`src/rtl/sps_pkg.sv`:
```
// Package for the segment proximity shader.
// Holds widths, register indexes and the segment record type; no dependencies.
`timescale 1ns / 1ps
package sps_pkg;

    localparam int MAX_SEG    = 64;
    localparam int COORD_BITS = 16;
    localparam int WIDTH_BITS = 15;
    localparam int COLOR_BITS = 32;
    localparam int LCNT_BITS  = 7;
    localparam int IDX_BITS   = 6;
    localparam int CFG_ABITS  = 2;
    localparam int CFG_DBITS  = 32;

    // register indexes
    localparam logic [CFG_ABITS-1:0] REG_WIRE_COLOR = 2'd0;
    localparam logic [CFG_ABITS-1:0] REG_BASE_COLOR = 2'd1;
    localparam logic [CFG_ABITS-1:0] REG_WIRE_WIDTH = 2'd2;
    localparam logic [CFG_ABITS-1:0] REG_LINE_COUNT = 2'd3;

    // arithmetic widths of the distance test, all exact
    localparam int VB  = COORD_BITS + 1;      // P - O
    localparam int PB  = VB + COORD_BITS;     // one product
    localparam int NB  = PB + 2;              // sum of three products
    localparam int XB  = PB + 1;              // cross component
    localparam int SQB = 2 * XB;              // squared cross component
    localparam int LB  = SQB + 2;             // squared distance times d
    localparam int W2B = 2 * WIDTH_BITS;      // width squared
    localparam int RB  = W2B + NB;            // width squared times d
    localparam int CMB = (LB > RB ? LB : RB) + 1;

    // drain cycles of the test pipeline plus margin
    localparam int PIPE_DEPTH = 8;
    localparam int RUN_LEN    = MAX_SEG + PIPE_DEPTH;
    localparam int CNT_BITS   = $clog2(RUN_LEN + 1);

    typedef struct packed {
        logic signed [COORD_BITS-1:0] ox;
        logic signed [COORD_BITS-1:0] oy;
        logic signed [COORD_BITS-1:0] oz;
        logic signed [COORD_BITS-1:0] dx;
        logic signed [COORD_BITS-1:0] dy;
        logic signed [COORD_BITS-1:0] dz;
    } t_seg;

    typedef struct packed {
        logic signed [COORD_BITS-1:0] px;
        logic signed [COORD_BITS-1:0] py;
        logic signed [COORD_BITS-1:0] pz;
    } t_point;

    // control between sequencer and ring cells
    typedef struct packed {
        logic                shift;
        logic                load;
        logic [IDX_BITS-1:0] idx;
    } t_ring_ctl;

endpackage

```
`src/rtl/sps_cell.sv`:
```
// One cell of the segment ring: holds a segment, loads it or takes its neighbour's.
// Depends on sps_pkg.
`timescale 1ns / 1ps
module sps_cell
    import sps_pkg::*;
(
    input  logic      i_clk,
    input  t_ring_ctl i_ctl,
    input  logic      i_sel,
    input  t_seg      i_load_seg,
    input  t_seg      i_next_seg,
    output t_seg      o_seg
);

    t_seg r_seg;

    // payload only, no reset
    always_ff @(posedge i_clk) begin
        if (i_ctl.shift) begin
            r_seg <= i_next_seg;
        end else if (i_ctl.load && i_sel) begin
            r_seg <= i_load_seg;
        end
    end

    assign o_seg = r_seg;

endmodule

```
`config.mk`:
```
export PLATFORM = sky130hd
export DESIGN_NAME = sps_cell
export DESIGN_NICKNAME = d
export VERILOG_FILES = /design/src/rtl/sps_pkg.sv /design/src/rtl/sps_cell.sv
export SDC_FILE = /design/constraint.sdc
export NUM_CORES = 1
export LEC_CHECK = 0
export BUFFER_PORTS_ARGS = -buffer_cell sky130_fd_sc_hd__buf_2
export CELL_PAD_IN_SITES_DETAIL_PLACEMENT = 1
export CELL_PAD_IN_SITES_GLOBAL_PLACEMENT = 2
export CORE_MARGIN = 5
export CORE_UTILIZATION = 27
export CTS_BUF_LIST = sky130_fd_sc_hd__clkbuf_8 sky130_fd_sc_hd__clkbuf_16
export DETAILED_ROUTE_END_ITERATION = 10
export PLACE_DENSITY = 0.94
export SLEW_MARGIN = 30
export SYNTH_ARGS = -nofsm -noshare
export SYNTH_HDL_FRONTEND = slang
export SYNTH_SLANG_ARGS = --single-unit
```
`constraint.sdc`:
```
create_clock -name i_clk -period 5.45 [get_ports i_clk]
set_input_delay 0.2725 -clock i_clk [delete_from_list [all_inputs] [get_ports i_clk]]
set_output_delay 0.2725 -clock i_clk [all_outputs]
set_load 0.05 [all_outputs]
```
-- Word level (Yosys, flattened, before mapping)
Cells that the tools add are included.
- register bits after elaboration: 96
- bits in latches: 0
- RAM bits: 0
- ROM bits: 0
- output and inout port bits: 96
- word-level logic and storage cells: 10
- memories: 0
- $add $sub $neg: 0
- multipliers: 0
- divide/modulo/power cells: 0
- magnitude comparators: 0
- eq/ne operators: 0
- shift-type cells: 0
- mux-type cells: 2
- bitwise logic cells: 0
- reduce and logical (&&, ||, !) cells: 2
- operator list (operator ; number):
    two-way mux 96 bit ; 2
    nonzero test 2 bit ; 1
    logical AND 1 bit ; 1

-- Longest topological paths before layout
Gate-level depths: netlist (run 1).
- word-level depth: 3
- mapped depth: 4
- gate-level depth less buffers: 1

-- Worst setup path after synthesis (run 1)
Ideal clock, no wire load.
- path kind: in2reg
- from: in i_ctl[7] (netlist bit)
- to: reg r_seg (netlist bit o_seg[0]) (enable)
- library setup time: 0.453 ns
- arrival: 2.631 ns
- setup slack: 2.366 ns
- stages: 4
- path buffers: 3
- path through: buf_6 buf_6 buf_6 a21o_1
- longest elaborated chain between the ends: 1
- ends and longest elaborated chain (element ; RTL line ; RTL):
    start: declaration ; sps_cell.sv:8 ; input t_ring_ctl i_ctl,
    nonzero test 2 bit (no line) ; n/a ;
    end signal: assignment ; sps_cell.sv:20 ; r_seg <= i_next_seg;
    end signal: assignment ; sps_cell.sv:22 ; r_seg <= i_load_seg;
    end: declaration ; sps_cell.sv:15 ; t_seg r_seg;
No other way between the ends.
A chain may end at the register's enable or synchronous reset.

-- Final worst setup path (run 1)
- from: in i_ctl[7] (netlist bit)
- to: reg r_seg (netlist bit o_seg[93]) (enable)
Same word-level chain as after synthesis.

==> results by group, run 1 <==
Status
  • Outcome: completed

Setup path
  • CP Data Required Time: 5420 ps
  • Crit path DAT: 1960 ps
  • Startpoint types: primary input
  • CP Capture Type: register
  • WS Path Type: primary input to register
  • CP max FO: 53

STA
  • Final hold vios: 0
  • Max Transition Viols Final: 0
  • Max-slew headroom: 44.0%
  • RSZ-0062 raised after global routing: false
  • Tcrit/Tclk final: 36.5%
  • Fmax: 0.503 GHz
  • Setup TNS: 0 ps
  • Worst-margin pin slew: 840 ps
  • Setup violators final: 0
  • Tmin final: 1990 ps

Drt
  • DRT antenna net count: 0
  • Pre-antenna DRT Iters: 4
  • DR vias/cell: 4.21
  • WL per Instance: 17.4 microns
  • Initial drt markers: 97
  • Drt total wl: 12000 microns
  • DRC errors left: 0
  • Via count: 2912

Global route
  • Pin count of the biggest net entering global routing: 65
  • Vias in the first global route: 3285
  • First-pass GRT wire length: 17700 microns
  • Total GRT Usage: 12.7%
  • GRT Residual Overflow: 0
  • Initial antenna violation count: 4

Clock tree
  • Post-CTS setup buffer count: 0
  • Clock transition at path regs: 70 ps
  • CTS tree: done
  • Clk Tree Root Cell: clkbuf_16
  • # resized after CTS: 0
  • CTS HTree Levels: 3
  • CTS Buf Count: 9
  • Clock Path Buffers: 2
  • Clk sink count: 96
  • Hold_buf cts: 0

Min path
  • WHS Path Cells: 2
  • Min-Delay Path Class: primary input to register

Placement
  • Cell total after placement: 674
  • IO buf count: 291
  • DP Area: 5800 sq um
  • Post-DP HPWL: 9920 microns
  • Gpl congestion: 0.737

Die
  • Row count: 45
  • Die width: 134 microns
  • Die H: 134 microns
  • Die Area: 18000 sq um
  • Core Area: 15100 sq um
  • Initial Util: 27.5%
  • IO Count: 298

Final layout
  • Fillers: 1658
  • Non-Filler Instances: 691
  • Share of layout cells above drive strength 1: 80.7%
  • Max reg flops: 96
  • Design Area, Final: 6100 sq um
  • Final #Nets: 699
  • Area Overhead vs Synth: 46.3%

Synthesis
  • Synth warnings: 0
  • Library cells used by synthesis: 6
  • Synthesized Nets: 406
  • Avg Synthesized Cell Area: 20.4 sq um
  • Sequential area share after synthesis: 69.2%
  • Flops & latches, synth: 96
  • Cell area after synthesis: 4170 sq um
  • Post-Syn Instances: 204

Power
  • Pint: 1.43 mW
  • Clock power share: 29.5%
  • Switching share of total power: 32.5%
  • Worst IR Drop VDD: 0.000137 V
  • Share of power burned in registers: 43.9%
  • Tot Pwr: 2.12 mW
  • Lkg Pwr: 2.76 nW
  • Power density over the cells: 348 nW/um^2
  • Switch Pwr: 691 uW
  • Comb power frac: 26.6%

Run
  • Count of max-cap constraint violations: 0
-- synth_stat cells --
cell / count / area (sq um)
mux2_2: 67 / 754
buf_6: 5 / 56.3
buf_2: 6 / 30.0
edfxtp_1: 96 / 2880
mux2_4: 29 / 435
a21o_1: 1 / 7.51
-- cell families (layout without fill, tap and decap cells) --
group / after synthesis / count (layout) / synth area share, %
muxes: 96 / 96 / 28.6
AOI/OAI and AO/OA: 1 / 1 / 0.180
other: 0 / 1 / 0
buffers and inverters: 11 / 309 / 2.07
DFF: 96 / 96 / 69.2
-- power by group through the flow --
stage / clock network [mW] / logic [mW] / registers (mW)
2_1_floorplan: 0 / 0.0977 / 1.25
3_3_place_gp: 0 / 0.562 / 0.944
3_5_place_dp: 0 / 0.571 / 0.950
4_1_cts: 0.648 / 0.572 / 0.934
5_1_grt: 0.681 / 0.589 / 0.939
6_report: 0.626 / 0.564 / 0.931
-- area by class of cell --
type / count / area [sq um] / area share (%)
Antenna cell: 1 / 2.50 / 0.0411
Clock buffer: 9 / 225 / 3.69
Clock inverter: 7 / 71.3 / 1.17
Multi-Input combinational cell: 97 / 1200 / 19.8
Sequential cell: 96 / 2880 / 47.3
Tap cell: 188 / 235 / 3.86
Timing Repair Buffer: 293 / 1470 / 24.2
-- worst paths after layout --
check                     startpoint        end  slack (ps)
worst max-delay path        i_ctl[7]  o_seg[93]        3460
worst min-delay path  i_next_seg[68]  o_seg[68]         230
-- critical path: stages --
cell    delay (ps)
buf_4          430
a21o_4         510
buf_4          640
-- through the flow --
| step | hold WS, ps | util [%] | setup slack, ps |
|---|---|---|---|
| after floorplan | 490 | - | 2370 |
| after global placement | 574 | 38.3 | 3140 |
| after detailed placement | 577 | 38.3 | 3070 |
| after CTS | 213 | 40.2 | 3430 |
| after global routing | 211 | 40.2 | 3320 |
| final | 231 | 40.2 | 3460 |
-- routing by layer --
metal  wire length, microns  GRT usage (%)  vias to the layer above  share of wire, %
li1                       -              -                     1392                 -
met1                   4130           12.8                     1317                34
met2                   6350           23.3                      184                53
met3                   1370           5.63                       13                11
met4                    138           4.13                        6               1.1
met5                     41              0                        -              0.34
-- cell usage in the layout, fill, tap and decap left out, types with 2 or more instances in the layout --
| cell | instances |
|---|---|
| buf_2 | 290 |
| clkbuf_16 | 9 |
| mux2_4 | 29 |
| edfxtp_1 | 96 |
| mux2_2 | 67 |
| buf_4 | 3 |
| clkinvlp_4 | 2 |
Note: power is estimated with default switching activity, not from simulation.
==> inputs of run 2 (changes only) <==
CORE_UTILIZATION = 23   (was 27)
PLACE_DENSITY = 0.86   (was 0.94)
clock period = 1.8 ns   (was 5.45 ns; I/O delays follow)
==> run 2 against run 1 <==
Against the previous run:
- sequential power rose to 3.0 times the previous value
- power grew to 3.0 times the previous value
- sequential share of layout area decreased by 0.90 points
- setup slack lost 2700 ps
- clock power rose to 3.0 times the previous value
- flip-flop and latch count unchanged
- die area increased by 16%
- global-route usage shrank 0.70 points
- routed wire length grew 7.9%
- largest cell class unchanged
==> results by group, run 2 (synthesized netlist as in run 1, its figures left out) <==
Setup path
  • Crit-path slowest cell: edfxtp_1 (was buf_4)
  • Critical path buffers and inverters: 1 (was 2)
  • Startpoint types: register (was primary input)
  • CP Capture Type: output port (was register)
  • WS Path Type: register to output port (was primary input to register)
  • Worst stage delay on the critical path: 340 ps (was 640 ps)
  • CP max FO: 1 (was 53)
  • CP top delay family: flip-flops (was buffers and inverters)
  • Cells along the critical path: buf_2 (was buf_4, a21o_4, buf_4)
  • Crit path DAT: 990 ps (was 1960 ps)
  • CP Data Required Time: 1710 ps (was 5420 ps)

Clock tree
  • Clock transition at path regs: 70 ps (about the same)
  • Clk sink count: 96 (unchanged)
  • Post-CTS setup buffer count: 0 (unchanged)
  • CTS Buf Count: 9 (unchanged)
  • CTS HTree Levels: 3 (unchanged)
  • Hold_buf cts: 0 (unchanged)
  • Clk Tree Root Cell: clkbuf_16 (unchanged)
  • Clock Path Buffers: 2 (unchanged)
  • CTS tree: done (unchanged)
  • # resized after CTS: 0 (unchanged)

Final layout
  • Commonest non-fill, non-tap cell in the layout: buf_2 (unchanged)
  • Commonest cells after routing, fill and taps aside: 290 x buf_2, 96 x edfxtp_1, 67 x mux2_2 (unchanged)
  • Fillers: 1961 (was 1658)
  • Final #Nets: 703 (was 699)
  • Max reg flops: 96 (unchanged)
  • Share of layout cells above drive strength 1: 80.6% (was 80.7%)
  • Non-Filler Instances: 734 (was 691)
  • ANT cells: 0 (was 1)
  • Area Overhead vs Synth: 49.2% (was 46.3%)

Drt
  • Pre-antenna DRT Iters: 4 (unchanged)
  • DRT antenna net count: 0 (unchanged)
  • Via count: 3012 (was 2912)
  • Initial drt markers: 60 (was 97)
  • DRC errors left: 0 (unchanged)
  • Drt total wl: 13000 microns (was 12000 microns)
  • WL per Instance: 17.7 microns (was 17.4 microns)
  • DR vias/cell: 4.10 (was 4.21)

Power
  • Clock power share: 29.3% (was 29.5%)
  • Share of power burned in registers: 43.7% (was 43.9%)
  • Power density over the cells: 1040 nW/um^2 (was 348 nW/um^2)
  • Lkg Pwr: 2.80 nW (was 2.76 nW)
  • Comb power frac: 27.0% (was 26.6%)
  • Worst IR Drop VDD: 0.000459 V (was 0.000137 V)
  • Switch Pwr: 2.12 mW (was 691 uW)
  • Pint: 4.34 mW (was 1.43 mW)
  • Switching share of total power: 32.8% (was 32.5%)

STA
  • Fmax: 0.928 GHz
  • RSZ-0062 raised after global routing: false (unchanged)
  • Min Hold Slack: 44.7 ps (was 231 ps)
  • Setup TNS: 0 ps (unchanged)
  • Tcrit/Tclk final: 59.9%
  • Max Transition Viols Final: 0 (unchanged)
  • Final hold vios: 0 (unchanged)
  • Max-slew headroom: 78.5% (was 44.0%)
  • Worst-margin pin slew: 324 ps (was 840 ps)
  • Setup violators final: 0 (unchanged)
  • Tmin final: 1080 ps

Die
  • Row count: 49 (was 45)
  • Initial Util: 23.3% (was 27.5%)
  • Die Area: 20900 sq um (was 18000 sq um)
  • IO Count: 298 (unchanged)
  • Die H: 145 microns (was 134 microns)
  • Core Area: 17900 sq um (was 15100 sq um)
  • Die width: 145 microns (was 134 microns)

Placement
  • Post-DP HPWL: 10700 microns (was 9920 microns)
  • Gpl congestion: 0.772 (was 0.737)
  • IO buf count: 291 (unchanged)
  • Cell total after placement: 719 (was 674)

Global route
  • GRT Residual Overflow: 0 (unchanged)
  • Total GRT Usage: 12.0% (was 12.7%)
  • Vias in the first global route: 3496 (was 3285)
  • First-pass GRT wire length: 18800 microns (was 17700 microns)
  • Pin count of the biggest net entering global routing: 54 (was 65)
  • Initial antenna violation count: 0 (was 4)

Min path
  • Min-Delay Path Class: primary input to register (unchanged)

Run
  • Count of max-cap constraint violations: 0 (unchanged)

Status
  • Outcome: completed (unchanged)
-- run 2: cell type report --
class	instances	area [sq um]	share of cell area (%)
flip-flops and latches	96	2880	46.4
repair buffers	297	1550	25.0
multi-input cells	97	1200	19.4
well taps	229	287	4.61
clock buffers	9	225	3.62
clock inverters	6	61.3	0.987
-- run 2: worst paths after layout --
check	end	from	slack (ps)	cells after the start
worst max-delay path	o_seg[53]	o_seg[53]	720	1
worst min-delay path	o_seg[62]	i_next_seg[62]	40	2
-- run 2: layer usage --
layer / GRT usage [%] / up-vias / wire length (microns)
met1: 12.3 / 1424 / 4550
met3: 4.27 / 21 / 1250
met2: 21.8 / 170 / 6910
met4: 5.25 / 0 / 287
met5: 0 / - / 0
li1: - / 1397 / -
-- run 2: metrics by stage --
step	total power [mW]	utilization (%)	setup WS, ps	cell area (sq um)
after global placement	4.60	33.1	528	5930
after global routing	6.72	34.7	674	6210
after floorplan	4.08	-	253	4170
after CTS	6.57	34.7	689	6210
after detailed placement	4.64	33.1	481	5930
final	6.46	34.7	723	6210
-- run 2: power groups by stage --
stage               sequential [mW]  combinational [mW]  clock, mW
detailed placement             2.87                1.76          0
CTS                            2.83                1.77       1.98
global placement               2.86                1.74          0
floorplan                      3.78               0.298          0
global route                   2.84                1.82       2.05
finish                         2.82                1.74       1.89
==> inputs of run 3 (changes only) <==
clock period = 0.9 ns   (was 1.8 ns; I/O delays follow)
==> run 3 against run 2 <==
Against the previous run:
- the run now ends with setup timing left
- routed wire length is 32% higher
- non-clock buffer count is 128 higher
- first-iteration DRC count is 70% higher
- setup slack worse by 810 ps
- critical endpoint is now o_seg[88]
- critical path type unchanged
- utilization is 11 points higher
- highest routed layer unchanged
- flip-flop and latch count stayed put
- clock power is 120% higher
==> results by group, run 3 (synthesized netlist as in run 1, its figures left out) <==
Global route
  • Initial antenna violation count: 0 (unchanged)
  • Pin count of the biggest net entering global routing: 45 (was 54)
  • GRT Residual Overflow: 0 (unchanged)
  • Vias in the first global route: 4384 (was 3496)
  • Total GRT Usage: 16.0% (was 12.0%)
  • First-pass GRT wire length: 24700 microns (was 18800 microns)

Drt
  • DR vias/cell: 4.20 (was 4.10)
  • DRC errors left: 0 (unchanged)
  • WL per Instance: 20.0 microns (was 17.7 microns)
  • Initial drt markers: 102 (was 60)
  • Pre-antenna DRT Iters: 4 (unchanged)
  • Drt total wl: 17200 microns (was 13000 microns)
  • DRT antenna net count: 0 (unchanged)
  • Via count: 3618 (was 3012)

Final layout
  • Commonest cells after routing, fill and taps aside: 193 x buf_2, 125 x dlygate4sd3_1, 96 x edfxtp_1, 96 x buf_6, 65 x mux2_2 (was 290 x buf_2, 96 x edfxtp_1, 67 x mux2_2)
  • ANT cells: 0 (unchanged)
  • Area of the multi-input gates: 1210 sq um (was 1200 sq um)
  • Final #Nets: 831 (was 703)
  • Max reg flops: 96 (unchanged)
  • Commonest non-fill, non-tap cell in the layout: buf_2 (unchanged)
  • Area Overhead vs Synth: 95.3% (was 49.2%)
  • Fillers: 1854 (was 1961)
  • Register Area: 2880 sq um (unchanged)
  • Share of layout cells above drive strength 1: 64.9% (was 80.6%)

Die
  • Die H: 145 microns (unchanged)
  • IO Count: 298 (unchanged)
  • Die Area: 20900 sq um (unchanged)
  • Initial Util: 23.3% (unchanged)
  • Row count: 49 (unchanged)
  • Die width: 145 microns (unchanged)
  • Core Area: 17900 sq um (unchanged)

Setup path
  • Critical path buffers and inverters: 1 (unchanged)
  • Startpoint types: register (unchanged)
  • Crit-path slowest cell: edfxtp_1 (unchanged)
  • CP Capture Type: output port (unchanged)
  • Cells along the critical path: buf_6 (was buf_2)
  • CP Data Required Time: 850 ps (was 1710 ps)
  • Worst stage delay on the critical path: 420 ps (was 340 ps)
  • Crit path DAT: 940 ps (was 990 ps)
  • Critical path depth: 1 (unchanged)
  • CP top delay family: flip-flops (unchanged)
  • WS Path Type: register to output port (unchanged)
  • CP max FO: 1 (unchanged)

Clock tree
  • Clock Path Buffers: 2 (unchanged)
  • Clk Tree Root Cell: clkbuf_16 (unchanged)
  • CTS Buf Count: 9 (unchanged)
  • Clk sink count: 96 (unchanged)
  • CTS tree: done (unchanged)
  • Clock transition at path regs: 70 ps (about the same)
  • CTS HTree Levels: 3 (unchanged)

Power
  • Pint: 9.98 mW (was 4.34 mW)
  • Lkg Pwr: 3.57 nW (was 2.80 nW)
  • Comb power frac: 31.7% (was 27.0%)
  • Worst IR Drop VDD: 0.000868 V (was 0.000459 V)
  • Switch Pwr: 4.63 mW (was 2.12 mW)
  • Power density over the cells: 1800 nW/um^2 (was 1040 nW/um^2)
  • Share of power burned in registers: 39.6% (was 43.7%)
  • Clock power share: 28.7% (was 29.3%)
  • Switching share of total power: 31.7% (was 32.8%)

STA
  • RSZ-0062 raised after global routing: true (was false)
  • Max-slew headroom: 82.0% (was 78.5%)
  • Worst-margin pin slew: 271 ps (was 324 ps)
  • Setup WS post-layout: -87.0 ps (was 723 ps)
  • Final hold vios: 0 (unchanged)
  • Tcrit/Tclk final: 110%
  • Min Hold Slack: 12.9 ps (was 44.7 ps)
  • Setup violators final: 104 (was 0)
  • Tmin final: 987 ps
  • Fmax: 1.01 GHz
  • Max Transition Viols Final: 0 (unchanged)

Placement
  • Gpl congestion: 0.827 (was 0.772)
  • Pre-CTS WS: -256 ps (was 481 ps)
  • IO buf count: 291 (unchanged)
  • Post-DP HPWL: 11000 microns (was 10700 microns)

Min path
  • WHS Path Cells: 2 (unchanged)
  • Min-Delay Path Class: primary input to register (unchanged)

Status
  • Failing checks: setup timing
  • Outcome: finished with violations (was completed)

Run
  • Count of max-cap constraint violations: 0 (unchanged)
==> run 3: cell count changes in the layout (fill, tap and decap cells not counted), sizes merged <==
cell	previous run	this run
buf	297	299
bufinv	1	2
clkinvlp	2	1
dlygate4sd3	0	125
dlymetal6s4s	0	1
==> run 3: worst paths after layout <==
path	start	end	slack, ps
worst max-delay path	o_seg[88]	o_seg[88]	-90
worst min-delay path	i_load_seg[49]	o_seg[49]	10
==> run 3: area by class of cell <==
cell class | count | share of cell area [%]
clock buffers | 9 | 2.77
clock inverters | 6 | 1.14
multi-input cells | 97 | 14.9
flip-flops and latches | 96 | 35.4
well taps | 229 | 3.52
repair buffers | 425 | 42.2
==> run 3: repair_timing <==
action | 4_1_cts | 5_1_grt
endpoints found under the hold margin | 73 | 5
gates cloned | 0 | 0
hold buffers | 121 | 5
resized for setup | 192 | 3
endpoints found under the setup margin | 96 | 99
setup buffers | 0 | 0
==> run 3: stage by stage <==
step | power [mW] | std cells | util, % | TNS [ps] | area, sq um
final | 14.6 | 862 | 45.4 | -4510 | 8140
after global routing | 15.2 | 862 | 45.4 | -8450 | 8140
after CTS | 14.7 | 858 | 45.1 | -6190 | 8080
after detailed placement | 9.29 | 722 | 33.2 | -36710 | 5950
after global placement | 9.20 | 722 | 33.2 | -32660 | 5950
after floorplan | 8.16 | 204 | - | -58310 | 4190
==> run 3: power by group through the flow <==
| stage | registers, mW | clock network (mW) | logic, mW |
|---|---|---|---|
| after detailed placement | 5.74 | 0 | 3.55 |
| after global placement | 5.72 | 0 | 3.49 |
| after CTS | 5.78 | 4.32 | 4.56 |
| after floorplan | 7.56 | 0 | 0.601 |
| final | 5.79 | 4.19 | 4.62 |
| after global routing | 5.83 | 4.53 | 4.80 |
==> run 3: per-layer routing <==
metal	vias up	GRT usage [%]	wire (microns)
met5	-	0	0
met4	0	7.46	615
met3	37	5.99	1580
met2	201	30.9	9670
met1	1728	14.6	5340
li1	1652	-	-
